[config.mk]
export PLATFORM = sky130hd
export DESIGN_NAME = tds_ctrl
export DESIGN_NICKNAME = d
export VERILOG_FILES = /design/src/hdl/tds_pkg.sv /design/src/hdl/tds_ctrl.sv
export SDC_FILE = /design/constraint.sdc
export NUM_CORES = 1
export LEC_CHECK = 0
export ABC_AREA = 1
export ABC_CLOCK_PERIOD_IN_PS = 4000
export BUFFER_PORTS_ARGS = -buffer_cell sky130_fd_sc_hd__buf_2
export CORE_UTILIZATION = 47
export DETAILED_ROUTE_END_ITERATION = 12
export GPL_ROUTABILITY_DRIVEN = 0
export GPL_TIMING_DRIVEN = 0
export HOLD_SLACK_MARGIN = 0.08
export PLACE_DENSITY = 0.76
export SLEW_MARGIN = 20
export SYNTH_ARGS = -nofsm -noshare
export SYNTH_HDL_FRONTEND = slang
export SYNTH_SLANG_ARGS = --single-unit
[constraint.sdc]
create_clock -name aclk -period 4 [get_ports aclk]
set_clock_uncertainty 0.05 [all_clocks]
set_input_delay 0.6 -clock aclk [delete_from_list [all_inputs] [get_ports aclk]]
set_output_delay 0.6 -clock aclk [all_outputs]
set_load 0.01 [all_outputs]
[src/hdl/tds_pkg.sv]
package tds_pkg;

    localparam int DEF_MAX_ROWS  = 64;
    localparam int DEF_FRAC_BITS = 16;
    localparam int DATA_W        = 32;
    localparam int IDX_W         = 6;

    localparam logic [1:0] ST_OK       = 2'd0;
    localparam logic [1:0] ST_NOT_DOM  = 2'd1;
    localparam logic [1:0] ST_ZERO_PIV = 2'd2;
    localparam logic [1:0] ST_TOO_FEW  = 2'd3;

    typedef struct packed {
        logic signed [DATA_W-1:0] sub_diag;
        logic signed [DATA_W-1:0] main_diag;
        logic signed [DATA_W-1:0] super_diag;
        logic signed [DATA_W-1:0] rhs;
        logic                     last_row;
    } row_in_t;

    typedef struct packed {
        logic signed [DATA_W-1:0] solution_value;
        logic [IDX_W-1:0]         row_index;
        logic                     last_result;
        logic [1:0]               status;
    } sol_out_t;

    // datapath operations issued by the controller
    localparam logic [2:0] OP_NONE  = 3'd0;
    localparam logic [2:0] OP_LOAD  = 3'd1; // latch row, check dominance
    localparam logic [2:0] OP_PIVOT = 3'd2; // form pivot and numerator
    localparam logic [2:0] OP_DIVA  = 3'd3; // start alpha quotient
    localparam logic [2:0] OP_DIVB  = 3'd4; // start beta quotient
    localparam logic [2:0] OP_BREAD = 3'd5; // read store for back step
    localparam logic [2:0] OP_BSTEP = 3'd6; // back substitution update

    typedef struct packed {
        logic [2:0]       op;
        logic [IDX_W-1:0] idx;
        logic             first;
        logic             last;
        logic             wr_alpha;
        logic             wr_beta;
        logic             init_back;
    } tds_cmd_t;

    typedef struct packed {
        logic not_dom;
        logic zero_piv;
        logic div_busy;
        logic div_done;
    } tds_sts_t;

    function automatic logic signed [DATA_W-1:0] sat64(input logic signed [64:0] v);
        logic signed [64:0] mx;
        logic signed [64:0] mn;
        mx = 65'sd2147483647;
        mn = -65'sd2147483648;
        if (v > mx) begin
            return 32'sh7fffffff;
        end else if (v < mn) begin
            return 32'sh80000000;
        end
        return v[DATA_W-1:0];
    endfunction

endpackage

[src/hdl/tds_ctrl.sv]
module tds_ctrl #(
    parameter int MAX_ROWS = tds_pkg::DEF_MAX_ROWS
) (
    input  logic                              aclk,
    input  logic                              aresetn,
    input  logic                              s_valid,
    output logic                              s_ready,
    input  logic                              s_last_row,
    output logic                              m_valid,
    input  logic                              m_ready,
    output tds_pkg::sol_out_t                 m_data,
    output tds_pkg::tds_cmd_t                 cmd,
    input  tds_pkg::tds_sts_t                 sts,
    input  logic signed [tds_pkg::DATA_W-1:0] back_val
);
    import tds_pkg::*;

    localparam logic [3:0] S_IDLE   = 4'd0;
    localparam logic [3:0] S_CHECK  = 4'd1;
    localparam logic [3:0] S_PIVA   = 4'd2;
    localparam logic [3:0] S_PIVB   = 4'd3;
    localparam logic [3:0] S_DIVA   = 4'd4;
    localparam logic [3:0] S_WAITA  = 4'd5;
    localparam logic [3:0] S_DIVB   = 4'd6;
    localparam logic [3:0] S_WAITB  = 4'd7;
    localparam logic [3:0] S_ENDROW = 4'd8;
    localparam logic [3:0] S_BREAD  = 4'd9;
    localparam logic [3:0] S_BEMIT  = 4'd10;
    localparam logic [3:0] S_BSTEP  = 4'd11;
    localparam logic [3:0] S_EMIT   = 4'd12;
    localparam logic [3:0] S_WRA    = 4'd13;
    localparam logic [3:0] S_WRB    = 4'd14;

    localparam logic [IDX_W-1:0] LAST_IDX = IDX_W'(MAX_ROWS - 1);

    logic [3:0]       state_reg, state_next;
    logic [IDX_W-1:0] idx_reg, idx_next;
    logic [1:0]       err_reg, err_next;
    logic             last_reg, last_next;
    logic             skip_reg, skip_next;
    logic             mv_reg, mv_next;
    sol_out_t         out_reg, out_next;
    logic             in_last;

    assign in_last = s_last_row || (idx_reg == LAST_IDX);
    assign s_ready = (state_reg == S_IDLE);

    always_comb begin
        state_next = state_reg;
        idx_next   = idx_reg;
        err_next   = err_reg;
        last_next  = last_reg;
        skip_next  = skip_reg;
        mv_next    = mv_reg;
        out_next   = out_reg;
        cmd        = '0;
        cmd.idx    = idx_reg;
        cmd.first  = (idx_reg == '0);
        cmd.last   = last_reg;
        if (mv_reg && m_ready) begin
            mv_next = 1'b0;
        end
        case (state_reg)
            S_IDLE: begin
                cmd.last = in_last;
                cmd.op   = OP_LOAD;
                if (s_valid) begin
                    last_next  = in_last;
                    skip_next  = (err_reg != ST_OK) || (in_last && idx_reg == '0);
                    state_next = S_CHECK;
                end
            end
            S_CHECK: begin
                if (skip_reg) begin
                    state_next = S_ENDROW;
                end else if (sts.not_dom) begin
                    err_next   = ST_NOT_DOM;
                    state_next = S_ENDROW;
                end else begin
                    state_next = S_PIVA;
                end
            end
            S_PIVA: begin
                cmd.op       = OP_PIVOT;
                cmd.wr_alpha = 1'b1;
                state_next   = S_PIVB;
            end
            S_PIVB: begin
                cmd.op = OP_PIVOT;
                if (sts.zero_piv) begin
                    err_next   = ST_ZERO_PIV;
                    state_next = S_ENDROW;
                end else begin
                    state_next = S_DIVA;
                end
            end
            S_DIVA: begin
                cmd.op     = OP_DIVA;
                state_next = S_WAITA;
            end
            S_WAITA: begin
                if (sts.div_done) begin
                    state_next = S_WRA;
                end
            end
            S_WRA: begin
                cmd.wr_alpha = 1'b1;
                state_next   = S_DIVB;
            end
            S_DIVB: begin
                cmd.op     = OP_DIVB;
                state_next = S_WAITB;
            end
            S_WAITB: begin
                if (sts.div_done) begin
                    state_next = S_WRB;
                end
            end
            S_WRB: begin
                cmd.wr_beta = 1'b1;
                state_next  = S_ENDROW;
            end
            S_ENDROW: begin
                if (!last_reg) begin
                    idx_next   = idx_reg + 1'b1;
                    state_next = S_IDLE;
                end else if (idx_reg == '0 || err_reg != ST_OK) begin
                    if (!mv_reg || m_ready) begin
                        out_next.solution_value = '0;
                        out_next.row_index      = '0;
                        out_next.last_result    = 1'b1;
                        out_next.status         = (idx_reg == '0) ? ST_TOO_FEW : err_reg;
                        mv_next    = 1'b1;
                        idx_next   = '0;
                        err_next   = ST_OK;
                        state_next = S_IDLE;
                    end
                end else begin
                    state_next = S_BREAD;
                end
            end
            S_BREAD: begin
                // first visit loads back value from beta, later ones fetch coefficients
                cmd.op        = OP_BREAD;
                cmd.init_back = last_reg;
                state_next    = last_reg ? S_EMIT : S_BSTEP;
            end
            S_BSTEP: begin
                cmd.op     = OP_BSTEP;
                state_next = S_EMIT;
            end
            S_EMIT: begin
                if (!mv_reg || m_ready) begin
                    out_next.solution_value = back_val;
                    out_next.row_index      = idx_reg;
                    out_next.last_result    = (idx_reg == '0);
                    out_next.status         = ST_OK;
                    mv_next   = 1'b1;
                    last_next = 1'b0;
                    if (idx_reg == '0) begin
                        err_next   = ST_OK;
                        state_next = S_IDLE;
                    end else begin
                        idx_next   = idx_reg - 1'b1;
                        state_next = S_BREAD;
                    end
                end
            end
            default: begin
                state_next = S_IDLE;
            end
        endcase
    end

    always_ff @(posedge aclk) begin
        if (!aresetn) begin
            state_reg <= S_IDLE;
            idx_reg   <= '0;
            err_reg   <= ST_OK;
            last_reg  <= 1'b0;
            skip_reg  <= 1'b0;
            mv_reg    <= 1'b0;
        end else begin
            state_reg <= state_next;
            idx_reg   <= idx_next;
            err_reg   <= err_next;
            last_reg  <= last_next;
            skip_reg  <= skip_next;
            mv_reg    <= mv_next;
        end
        out_reg <= out_next;
    end

    assign m_valid = mv_reg;
    assign m_data  = out_reg;

endmodule

Yosys cells after proc, flatten, opt, wreduce, memory -nomap -nowiden. Cells that the tools add are included.

Register bits after elaboration: 56. Output and inout port bits: 57. Memory bits (writable): 0. Memories: 0. Bits of input ports: 41. Word-level logic and storage cells: 109. Memory bits (read-only): 0. Bits in latches: 0.

Shifts and indexed selects: 0. Magnitude comparators: 0. Bitwise logic cells: 0. Muxes and demuxes: 47. $mul: 0. Equal/unequal tests: 29. Div/mod/pow operators: 0. Reductions and logical operators: 21. $add $sub $neg: 2.

Operator list (count): 41-bit 2-to-1 mux (4); 41-bit case mux with 2 select lines (1); 4-bit case mux with 14 select lines (1); 4-bit 2-to-1 mux (11); 6-bit 2-to-1 mux (5); 4-bit equality test, second input constant (6); 2-bit inequality test, second input constant (12); 2-bit 2-to-1 mux (9); 3-bit case mux with 6 select lines (1); 4-bit by 3-bit equality test with 1-bit output, second input constant (4); 5-bit AND reduction (3); 6-bit case mux with 2 select lines (1); 1-bit 2-to-1 mux (10); 9-bit AND reduction (1); 4-bit by 2-bit equality test with 1-bit output, second input constant (2); 2-bit case mux with 4 select lines (1); 6-bit by 1-bit adder with 6-bit output, second input constant (1); 6-bit equality test, second input constant (1); 6-bit logical NOT (1); 3-bit inequality test, second input constant (2); 2-bit nonzero test (3); 6-bit by 1-bit subtractor with 6-bit output, second input constant (1); 4-bit by 1-bit equality test with 1-bit output, second input constant (1); 4-bit logical NOT (1); 10 further kinds (16).

Depth between registers and ports, before layout. Gate-level depths: netlist (run 1).

Depth in word-level cells: 6. Depth in mapped cells: 12. Depth with buffers taken out: 10.

Worst setup path before layout (run 1). No wires, ideal clock.

Path type: register -> register. From: register idx_reg[0]. To: register out_reg, in the netlist m_data[0], enable pin. Arrival: 2.881 ns. Setup slack: 0.629 ns. Stages on the path, launching flop included: 9. Required time: 3.511 ns. Setup time: 0.439 ns. Path buffers: 0. Period minus slack after synthesis: 3.371 ns. Cell sequence: dfxtp_1 > inv_1 > ha_1 > nand3_2 > nand2_1 > nand2_1 > nand2_1 > nand4_1 > nor2_1.

Longest elaborated chain between the ends: 4.

Ends and longest elaborated chain: start: declaration (line tds_ctrl.sv:37) `logic [IDX_W-1:0] idx_reg, idx_next;`; start signal: assignment (line tds_ctrl.sv:185) `idx_reg <= idx_next;`; 6-bit logical NOT (line tds_ctrl.sv:127) `end else if (idx_reg == '0 || err_reg != ST_OK) begin`; 1-bit logical OR (line tds_ctrl.sv:127); 2-bit inequality test (no source line); 5-bit AND reduction (no source line); end signal: assignment (line tds_ctrl.sv:191) `out_reg <= out_next;`; end: declaration (line tds_ctrl.sv:42) `sol_out_t out_reg, out_next;`.

Every way passes these cells. A chain may end at the register's enable or synchronous reset.

Worst setup path in the final report (run 1).
From: register idx_reg[0]. To: register out_reg, in the netlist m_data[35], enable pin.

The elaborated chain is that of the path after synthesis.

==> results of run 1 <==
[layout make-up]
cell class / instances / share of cell area [%]
sequential: 56 / 43.1
multi-input combinational: 224 / 29.0
timing repair buffer: 96 / 14.2
inverter: 67 / 7.08
tap: 75 / 2.64
clock buffer: 5 / 1.94
buffer: 9 / 1.41
clock inverter: 3 / 0.599
[cell families (layout without fill, tap and decap cells)]
logic type | count (synthesis) | count (layout) | share of synthesized area (%)
buf+inv | 76 | 180 | 10.6
xor+xnor | 2 | 2 | 0.614
compound gates | 30 | 30 | 5.57
flops | 56 | 56 | 53.6
fa+ha+maj | 3 | 3 | 1.31
simple gates | 189 | 189 | 28.3
[critical path: stages, from the launching register on]
cell and delay, ps:
dfxtp_1 380, inv_1 180, ha_1 190, nand3_2 200
nand2_1 160, nand2_1 60, nand2_1 100, nand4_1 140
nor2_4 470, buf_16 240
[per-stage QoR]
step / utilization [%] / TNS, ps
after floorplan: - / 0
after global placement: 58.2 / -8560
after detailed placement: 58.8 / 0
after CTS: 60.3 / 0
after global routing: 60.3 / 0
final: 60.3 / 0
[routing by layer]
layer  vias up  routed length (um)  GRT usage, %
met5         -                   0             0
met4         0                  40          5.54
met3         4                 483          3.89
met2       106                3010          34.1
met1      1136                2770          25.9
li1       1316                   -             -
[worst paths after layout]
| kind | end | slack, ps |
|---|---|---|
| max | m_data[35] | 1540 |
| max reg2reg | m_data[35] | 1540 |
| min reg2reg | state_reg[2] | 500 |
| min | state_reg[2] | 500 |
[cells in the mapped netlist, types with 3 or more instances]
| cell type | instances | area [um2] |
|---|---|---|
| nor2_1 | 84 | 315 |
| ha_1 | 3 | 37.5 |
| a21oi_1 | 13 | 65.1 |
| edfxtp_1 | 41 | 1230 |
| buf_2 | 4 | 20.0 |
| nand4_1 | 4 | 25.0 |
| dfxtp_1 | 15 | 300 |
| nand2_1 | 67 | 251 |
| nand3_1 | 20 | 100 |
| a31oi_1 | 3 | 18.8 |
| inv_1 | 59 | 221 |
| o21ai_0 | 11 | 55.1 |
| nor2_2 | 5 | 31.3 |
| inv_2 | 8 | 30.0 |
[report_power, final]
group          internal [mW]  leakage, nW  switching [mW]  total (mW)
combinational          0.107         1.32           0.185       0.293
sequential             0.654        0.515          0.0181       0.672
clock                  0.125       0.0445           0.187       0.311
total                  0.886         1.88           0.390        1.28
[cell usage in the layout, fill, tap and decap left out, drive strengths merged]
cell,instances
nand4,4
a31oi,3
xor2,2
buf,103
nand2,70
or2,1
nor2,91
nand3b,1
clkbuf,7
o211ai,1
clkinv,1
edfxtp,41
ha,3
a21oi,13
a21o,1
dfxtp,15
o21ai,12
clkinvlp,1
nand3,22
inv,68
==> run summary, run 1 <==
Fill count -> 546
Wire per inst -> 11.8 um
Nets -> 503
Worst Setup SP -> idx_reg[0]
Unrepaired setup endpoints after global routing -> no
Cell area after layout -> 3550 um2
WL final -> 6.30 mm
P&R area growth vs syn -> 24.3%
Final Slew Violations -> 0
Worst setup SP type -> flip-flop
FFs w/ async S/R, synth -> 0%
Max-slew headroom -> 62.4%
Die area -> 6390 um2
Mapped Nets -> 400
I/O pin total -> 98
Max-cap violations -> 0
Worst hold path class -> reg -> reg
Crit share post-route -> 61.5%
Grt total ovfl -> 0
Post-route ant nets -> 0
DRT iter0 DRCs -> 108
H-tree depth -> 2
Largest net degree at the start of global routing -> 25
Slew @ Worst Pin -> 563 ps
Min Hold Slack -> 502 ps
IO buf count -> 95
Die height -> 79.9 um
Total power -> 1.28 mW
Max reg flops -> 41
Hpwl dp -> 4.84 mm
Avg Cell Area, Syn -> 8.02 um2
Final worst-path setup slack -> 1540 ps
Post-CTS Setup Bufs -> 0
Synth unique cells -> 28
CTS Sinks -> 56
Main synth FF type -> edfxtp_1
Reg-to-reg critical path startpoint -> idx_reg[0]
Initial core utilization -> 48.5%
Kind of critical path -> reg -> reg
Status -> finished, final reports clean
Static leakage -> 1.88 nW
Netlist Area Pre-Place -> 2860 um2
Global-route wire length before repair -> 9.89 mm
Dpl cell area -> 3460 um2
Tot GR Track Use -> 20.0%
Pre-CTS WS -> 1540 ps
Final Critical Period -> 2460 ps
Root buf cell -> clkbuf_8
Row count -> 28
CTS tree -> built
Reg clk slew, reported paths -> 100 ps
Min-delay src -> state_reg[2]
Power Dens Cells -> 360 nW/um2
Max Clk Rate -> 406 MHz
Clock tree buffer depth -> 2
Via count -> 2562
Syn Inst Count -> 356
Area of the multi-input gates -> 1030 um2
Reg2reg path depth -> 9
Register area -> 1530 um2
CP endpoint kind -> flip-flop
Final Setup Violations -> 0
EDFF count, synth -> 41
Vias in the first global route -> 2172
DP Cell Count -> 527
Worst-Skew Late Latency -> 310 ps
Req. time, crit path -> 3970 ps
Share of layout cells above drive strength 1 -> 28.7%
Core Area -> 5890 um2
Drc violations -> 0
Worst Path Max Fanout -> 24
Fin cells -> 535
Crit path DAT -> 2430 ps
# diodes -> 0
Yosys Warn Count -> 0
CTS hold repair buffers -> 0
CTS Buf Count -> 5
Detailed-router iteration count before antenna repair -> 4
Sequential area share after synthesis -> 53.6%
CTS resizes -> 0
Synth Register Bits -> 56
Vias per inst -> 4.79
VDD IR max -> 0.179 mV
Die X -> 79.9 um
Hold Violations, Final -> 0
Initial antenna violation count -> 0
Hold Path Stages -> 2
Power figures use the tool's default switching activity.
==> run 2: changes to the inputs <==
Settings changed: ABC_AREA 1 to 0, ABC_CLOCK_PERIOD_IN_PS 4000 to 2100, CORE_UTILIZATION 47 to 45.
Clock period 4 ns to 2.1 ns, I/O delays scaled along.
==> run 2 against run 1 <==
  * Global-route usage is 0.31 points higher
  * Design area up 4.2%
  * Setup slack got worse by 1500 ps
  * Clock power grew 96%
  * Largest cell class unchanged
  * Largest power group unchanged
  * Worst hold slack worse by 280 ps
  * Flip-flop and latch count is the same
  * Count of clock-buffer cells in the layout is the same
  * Combinational power up 32%
  * Cell count shrank 13%
  * Sequential power grew 82%
==> run summary, run 2 <==
Power Dens Cells -> 599 nW/um2 (was 360 nW/um2)
Delay-heaviest family, CP -> simple AND/OR/NAND/NOR gates (unchanged)
Synth Register Bits -> 56 (unchanged)
Die area -> 6600 um2 (was 6390 um2)
Ranking of synthesized cells by area -> edfxtp_1 44%, dfxtp_1 11%, and2_1 8.0% (was edfxtp_1 43%, nor2_1 11%, dfxtp_1 11%)
Clock tree buffer depth -> 2 (unchanged)
Fin cells -> 467 (was 535)
Die X -> 81.2 um (was 79.9 um)
Wire per inst -> 14.6 um (was 11.8 um)
Mapped Nets -> 319 (was 400)
IO buf count -> 96 (was 95)
CTS hold repair buffers -> 0 (unchanged)
Crit path DAT -> 2230 ps (was 2430 ps)
Die height -> 81.2 um (was 79.9 um)
FFs w/ async S/R, synth -> 0% (unchanged)
Min Hold Slack -> 226 ps (was 502 ps)
Nets -> 435 (was 503)
Final Setup Violations -> 0 (unchanged)
Final Slew Violations -> 0 (unchanged)
Max Clk Rate -> 485 MHz (was 406 MHz)
WL final -> 6.80 mm (was 6.30 mm)
Yosys top cell area share -> 43.6% (was 43.1%)
Final Critical Period -> 2060 ps (was 2460 ps)
Req. time, crit path -> 2270 ps (was 3970 ps)
CTS Buf Count -> 5 (unchanged)
Worst-Skew Late Latency -> 310 ps (about the same)
Cell area after layout -> 3700 um2 (was 3550 um2)
Dpl cell area -> 3480 um2 (was 3460 um2)
Hpwl dp -> 4.82 mm (was 4.84 mm)
Worst hold path class -> in -> reg (was reg -> reg)
Global-route wire length before repair -> 10.4 mm (was 9.89 mm)
Largest net degree at the start of global routing -> 20 (was 25)
CP endpoint kind -> flip-flop (unchanged)
DRT iter0 DRCs -> 139 (was 108)
Vias per inst -> 5.42 (was 4.79)
P&R area growth vs syn -> 31.0% (was 24.3%)
Kind of critical path -> reg -> reg (unchanged)
Static leakage -> 1.45 nW (was 1.88 nW)
Max-slew headroom -> 64.6% (was 62.4%)
Slew @ Worst Pin -> 531 ps (was 563 ps)
Total power -> 2.21 mW (was 1.28 mW)
Netlist Area Pre-Place -> 2830 um2 (was 2860 um2)
Initial core utilization -> 47.2% (was 48.5%)
EDFF count, synth -> 41 (unchanged)
CTS tree -> built (unchanged)
Worst Path Buf+Inv -> 2 (unchanged)
Grt total ovfl -> 0 (unchanged)
Max reg flops -> 41 (unchanged)
H-tree depth -> 2 (unchanged)
Initial antenna violation count -> 0 (unchanged)
Row count -> 28 (unchanged)
Hold Violations, Final -> 0 (unchanged)
DP Cell Count -> 448 (was 527)
# diodes -> 0 (unchanged)
CP peak stage delay -> 490 ps (was 470 ps)
CP Cell Sequence -> inv_4 > ha_4 > or4b_4 > nor3_4 > o31a_2 > buf_6 > o211ai_2 > a32o_1 (was inv_1 > ha_1 > nand3_2 > nand2_1 > nand2_1 > nand2_1 > nand4_1 > nor2_4 > buf_16)
Synth unique cells -> 52 (was 28)
Most frequent cells in the layout -> 102 x buf_2, 41 x edfxtp_1, 36 x and2_1, 19 x nor2_1, 17 x nand2_1 (was 99 x buf_2, 83 x nor2_1, 67 x nand2_1, 59 x inv_1, 41 x edfxtp_1)
Slowest cell on crit path -> or4b_4 (was nor2_4)
Synth cell count leaders -> 41 x edfxtp_1, 36 x and2_1, 20 x nor2_1 (was 84 x nor2_1, 67 x nand2_1, 59 x inv_1)
Fill count -> 505 (was 546)
Sequential area share after synthesis -> 54.2% (was 53.6%)
Syn Inst Count -> 275 (was 356)
Root buf cell -> clkbuf_8 (unchanged)
I/O pin total -> 98 (unchanged)
Detailed-router iteration count before antenna repair -> 4 (unchanged)
VDD IR max -> 0.359 mV (was 0.179 mV)
Max-cap violations -> 0 (unchanged)
Worst Path Max Fanout -> 5 (was 24)
Via count -> 2529 (was 2562)
Crit share post-route -> 98.1% (was 61.5%)
Core Area -> 5990 um2 (was 5890 um2)
Most common cell after layout, fill and taps aside -> buf_2 (unchanged)
Post-route ant nets -> 0 (unchanged)
CTS Sinks -> 56 (unchanged)
Yosys Warn Count -> 0 (unchanged)
Count leader, synth -> edfxtp_1 (was nor2_1)
Worst setup SP type -> flip-flop (unchanged)
Reg clk slew, reported paths -> 110 ps (was 100 ps)
Drc violations -> 0 (unchanged)
Status -> finished, final reports clean (unchanged)
Vias in the first global route -> 2284 (was 2172)
Share of layout cells above drive strength 1 -> 39.8% (was 28.7%)
Avg Cell Area, Syn -> 10.3 um2 (was 8.02 um2)
Main synth FF type -> edfxtp_1 (unchanged)
Tot GR Track Use -> 20.3% (was 20.0%)
Dominant cell type by area after synthesis -> edfxtp_1 (unchanged)
run 2: changes by cell type after synthesis, moves of 5 or more:
cell / change
and2_1: +36
clkbuf_1: +13
inv_1: -51
inv_2: -8
nand2_1: -49
nand3_1: -13
nor2_1: -64
nor2_2: -5
nor3_1: +11
run 2: area by class of cell:
class                      instances  area (um2)  area share (%)
tap                               75        93.8            2.54
timing repair buffer             110         598            16.2
inverter                           8        35.0           0.947
clock buffer                       5        68.8            1.86
clock inverter                     3        22.5           0.609
buffer                            20         101            2.74
sequential                        56        1540            41.6
multi-input combinational        190        1240            33.5
run 2: through the flow:
| step | setup TNS, ps | util [%] | setup slack [ps] |
|---|---|---|---|
| finish | 0 | 61.8 | 38.9 |
| global route | -1.22 | 61.8 | -1.22 |
| CTS | 0 | 60.0 | 0.579 |
| detailed placement | -4990 | 58.1 | -158 |
| global placement | -33960 | 57.6 | -831 |
| floorplan | -15870 | - | -387 |
run 2: logic make-up (layout without fill, tap and decap cells):
kind of cell / Yosys count / in the layout / share of synthesized area [%]
AO/OA/AOI/OAI: 59 / 59 / 13.9
adder cells (fa/ha/maj): 3 / 3 / 1.33
buffers and inverters: 29 / 146 / 4.43
flip-flops: 56 / 56 / 54.2
multiplexers: 4 / 4 / 1.46
AND/OR/NAND/NOR: 124 / 124 / 24.7
run 2: worst paths after layout:
kind / from / end / slack [ps] / cells past startpoint
setup / recovery: idx_reg[0] / idx_reg[2] / 40 / 8
hold / removal: back_val[30] / m_data[39] / 230 / 2
setup reg to reg: idx_reg[0] / idx_reg[2] / 40 / 8
hold reg to reg: err_reg[0] / err_reg[0] / 440 / 2
run 2: repair_timing:
action	4_1_cts	5_1_grt
pin swaps	1	3
setup endpoints to repair	36	49
gates resized for setup	3	19
buffers inserted	3	8
gates cloned	0	1
run 2: routing by layer:
| metal | GRT usage (%) | vias up | part of all wire [%] |
|---|---|---|---|
| li1 | - | 1229 | - |
| met1 | 26.8 | 1167 | 45 |
| met2 | 33.0 | 122 | 45 |
| met3 | 4.04 | 11 | 8.7 |
| met4 | 7.50 | 0 | 1.5 |
| met5 | 0 | - | 0 |
run 2: report_power, final:
part	internal (mW)	switching (mW)
sequential	1.20	0.0194
combinational	0.173	0.215
clock	0.240	0.370
total	1.61	0.604
==> run 3: changes to the inputs <==
Settings changed: ABC_AREA 0 to 1, REMOVE_ABC_BUFFERS from default to 1.
==> run 3 against run 2 <==
  * Cell count increased by 15%
  * Count of clock-buffer cells in the layout unchanged
  * Worst hold slack improved by 19 ps
  * Global-route usage decreased by 0.30 points
  * Design area decreased by 1.1%
  * Power increased by 14%
  * Sequential power increased by 7%
  * Combinational power increased by 54%
  * Core utilization decreased by 1.0 points
  * Setup slack improved by 9.6 ps
  * Clock power increased by 3%
==> run summary, run 3 (synthesis gave the netlist of run 1 again) <==
Post-route ant nets -> 0 (unchanged)
Final Util -> 60.7% (was 61.8%)
Grt total ovfl -> 0 (unchanged)
Worst Path Buf+Inv -> 3 (was 2)
Via count -> 2617 (was 2529)
Req. time, crit path -> 2090 ps (was 2270 ps)
CTS Buf Count -> 5 (unchanged)
Unrepaired setup endpoints after global routing -> yes
# diodes -> 0 (unchanged)
Tot GR Track Use -> 20.0% (was 20.3%)
Clock tree buffer depth -> 2 (unchanged)
Row count -> 28 (unchanged)
Worst-Skew Late Latency -> 310 ps (about the same)
Die height -> 81.7 um (was 81.2 um)
Met3 global-route usage -> 3.44% (was 4.04%)
Post-Route Setup TNS -> 0 ps (unchanged)
P&R area growth vs syn -> 28.2% (was 31.0%)
Kind of critical path -> reg -> reg (unchanged)
Largest net degree at the start of global routing -> 26 (was 20)
Final Setup Violations -> 0 (unchanged)
IO buf count -> 96 (unchanged)
Die X -> 81.7 um (was 81.2 um)
CP endpoint kind -> flip-flop (unchanged)
Most frequent cells in the layout -> 96 x buf_2, 81 x nor2_1, 65 x nand2_1, 57 x inv_1, 41 x edfxtp_1 (was 102 x buf_2, 41 x edfxtp_1, 36 x and2_1, 19 x nor2_1, 17 x nand2_1)
Hold Violations, Final -> 0 (unchanged)
Vias per inst -> 4.89 (was 5.42)
Final Critical Period -> 2050 ps (was 2060 ps)
Wire per inst -> 12.5 um (was 14.6 um)
Met1 GRT Util -> 25.3% (was 26.8%)
Most common cell after layout, fill and taps aside -> buf_2 (unchanged)
Initial antenna violation count -> 0 (unchanged)
Core Area -> 6030 um2 (was 5990 um2)
Total power -> 2.52 mW (was 2.21 mW)
Min Hold Slack -> 245 ps (was 226 ps)
CTS tree -> built (unchanged)
Die area -> 6670 um2 (was 6600 um2)
Worst hold path class -> in -> reg (unchanged)
Hpwl dp -> 4.82 mm (about the same)
Global route hottest layer -> met2 (unchanged)
Power Dens Cells -> 689 nW/um2 (was 599 nW/um2)
CP peak stage delay -> 370 ps (was 490 ps)
Worst Path Max Fanout -> 10 (was 5)
Crit path DAT -> 2040 ps (was 2230 ps)
Most frequent CP cell -> nand2_1
Static leakage -> 1.92 nW (was 1.45 nW)
Global-route wire length before repair -> 10.1 mm (was 10.4 mm)
Status -> finished, final reports clean (unchanged)
Root buf cell -> clkbuf_8 (unchanged)
CP Cell Sequence -> inv_2 > ha_2 > nand3_4 > nand2_2 > nand2_1 > nand2_1 > nand4_1 > buf_4 > nor2_4 > bufbuf_16 (was inv_4 > ha_4 > or4b_4 > nor3_4 > o31a_2 > buf_6 > o211ai_2 > a32o_1)
Detailed-router iteration count before antenna repair -> 4 (unchanged)
Dpl cell area -> 3440 um2 (was 3480 um2)
WL final -> 6.68 mm (was 6.80 mm)
Met2 GRT Util -> 34.4% (was 33.0%)
Share of layout cells above drive strength 1 -> 31.3% (was 39.8%)
VDD IR max -> 0.343 mV (was 0.359 mV)
Crit share post-route -> 97.7% (was 98.1%)
Worst setup SP type -> flip-flop (unchanged)
I/O pin total -> 98 (unchanged)
Slowest cell on crit path -> dfxtp_2 (was or4b_4)
Vias in the first global route -> 2245 (was 2284)
Max Clk Rate -> 487 MHz (was 485 MHz)
Cell area after layout -> 3660 um2 (was 3700 um2)
Max-cap violations -> 0 (unchanged)
Slew @ Worst Pin -> 455 ps (was 531 ps)
Drc violations -> 0 (unchanged)
Reg clk slew, reported paths -> 100 ps (was 110 ps)
H-tree depth -> 2 (unchanged)
Nets -> 503 (was 435)
Fill count -> 534 (was 505)
Final Slew Violations -> 0 (unchanged)
Max-slew headroom -> 69.5% (was 64.6%)
Delay-heaviest family, CP -> buffers and inverters (was simple AND/OR/NAND/NOR gates)
DRT iter0 DRCs -> 139 (unchanged)
CTS Sinks -> 56 (unchanged)
Max reg flops -> 41 (unchanged)
Initial core utilization -> 47.4% (was 47.2%)
-- run 3: worst reg2reg max path: cells and delay by family (launching register included) --
kind,cells,cell delay [ps]
adders and majority gates,1,210
buffers and inverters,3,580
DFF,1,370
and+or+nand+nor,6,580
-- run 3: power breakdown --
part           internal [mW]  switching, mW
logic                  0.235          0.363
clock network          0.246          0.382
registers               1.25         0.0506
-- run 3: final timing paths --
path	start	to	slack, ps	cells after the start
setup / recovery	idx_reg[0]	m_data[6]	50	10
hold / removal	back_val[3]	m_data[12]	250	3
setup reg to reg	idx_reg[0]	m_data[6]	50	10
hold reg to reg	err_reg[0]	err_reg[0]	510	4
-- run 3: area by class of cell --
type / count / area [um2] / area share (%)
flip-flops and latches: 56 / 1530 / 41.9
repair buffers: 104 / 618 / 16.9
well taps: 75 / 93.8 / 2.56
multi-input cells: 225 / 1070 / 29.1
inverters: 67 / 251 / 6.87
clock inverters: 3 / 27.5 / 0.752
clock buffers: 5 / 68.8 / 1.88
-- run 3: metal layers --
metal,wire length [um],part of all wire (%)
met5,0,0
met4,98,1.5
met3,522,7.8
met2,3170,47
met1,2880,43
-- run 3: per-stage QoR --
stage	setup slack, ps	std cells
final	48.4	535
after global routing	-28.0	535
after CTS	14.0	535
after detailed placement	-496	520
after global placement	-2120	518
after floorplan	-1280	347
-- run 3: timing repair --
action	4_1_cts	5_1_grt
hold buffers	0	0
buffers inserted	5	0
gates cloned	2	0
gates resized for setup	7	4
pin swaps	1	0
endpoints found under the setup margin	41	37
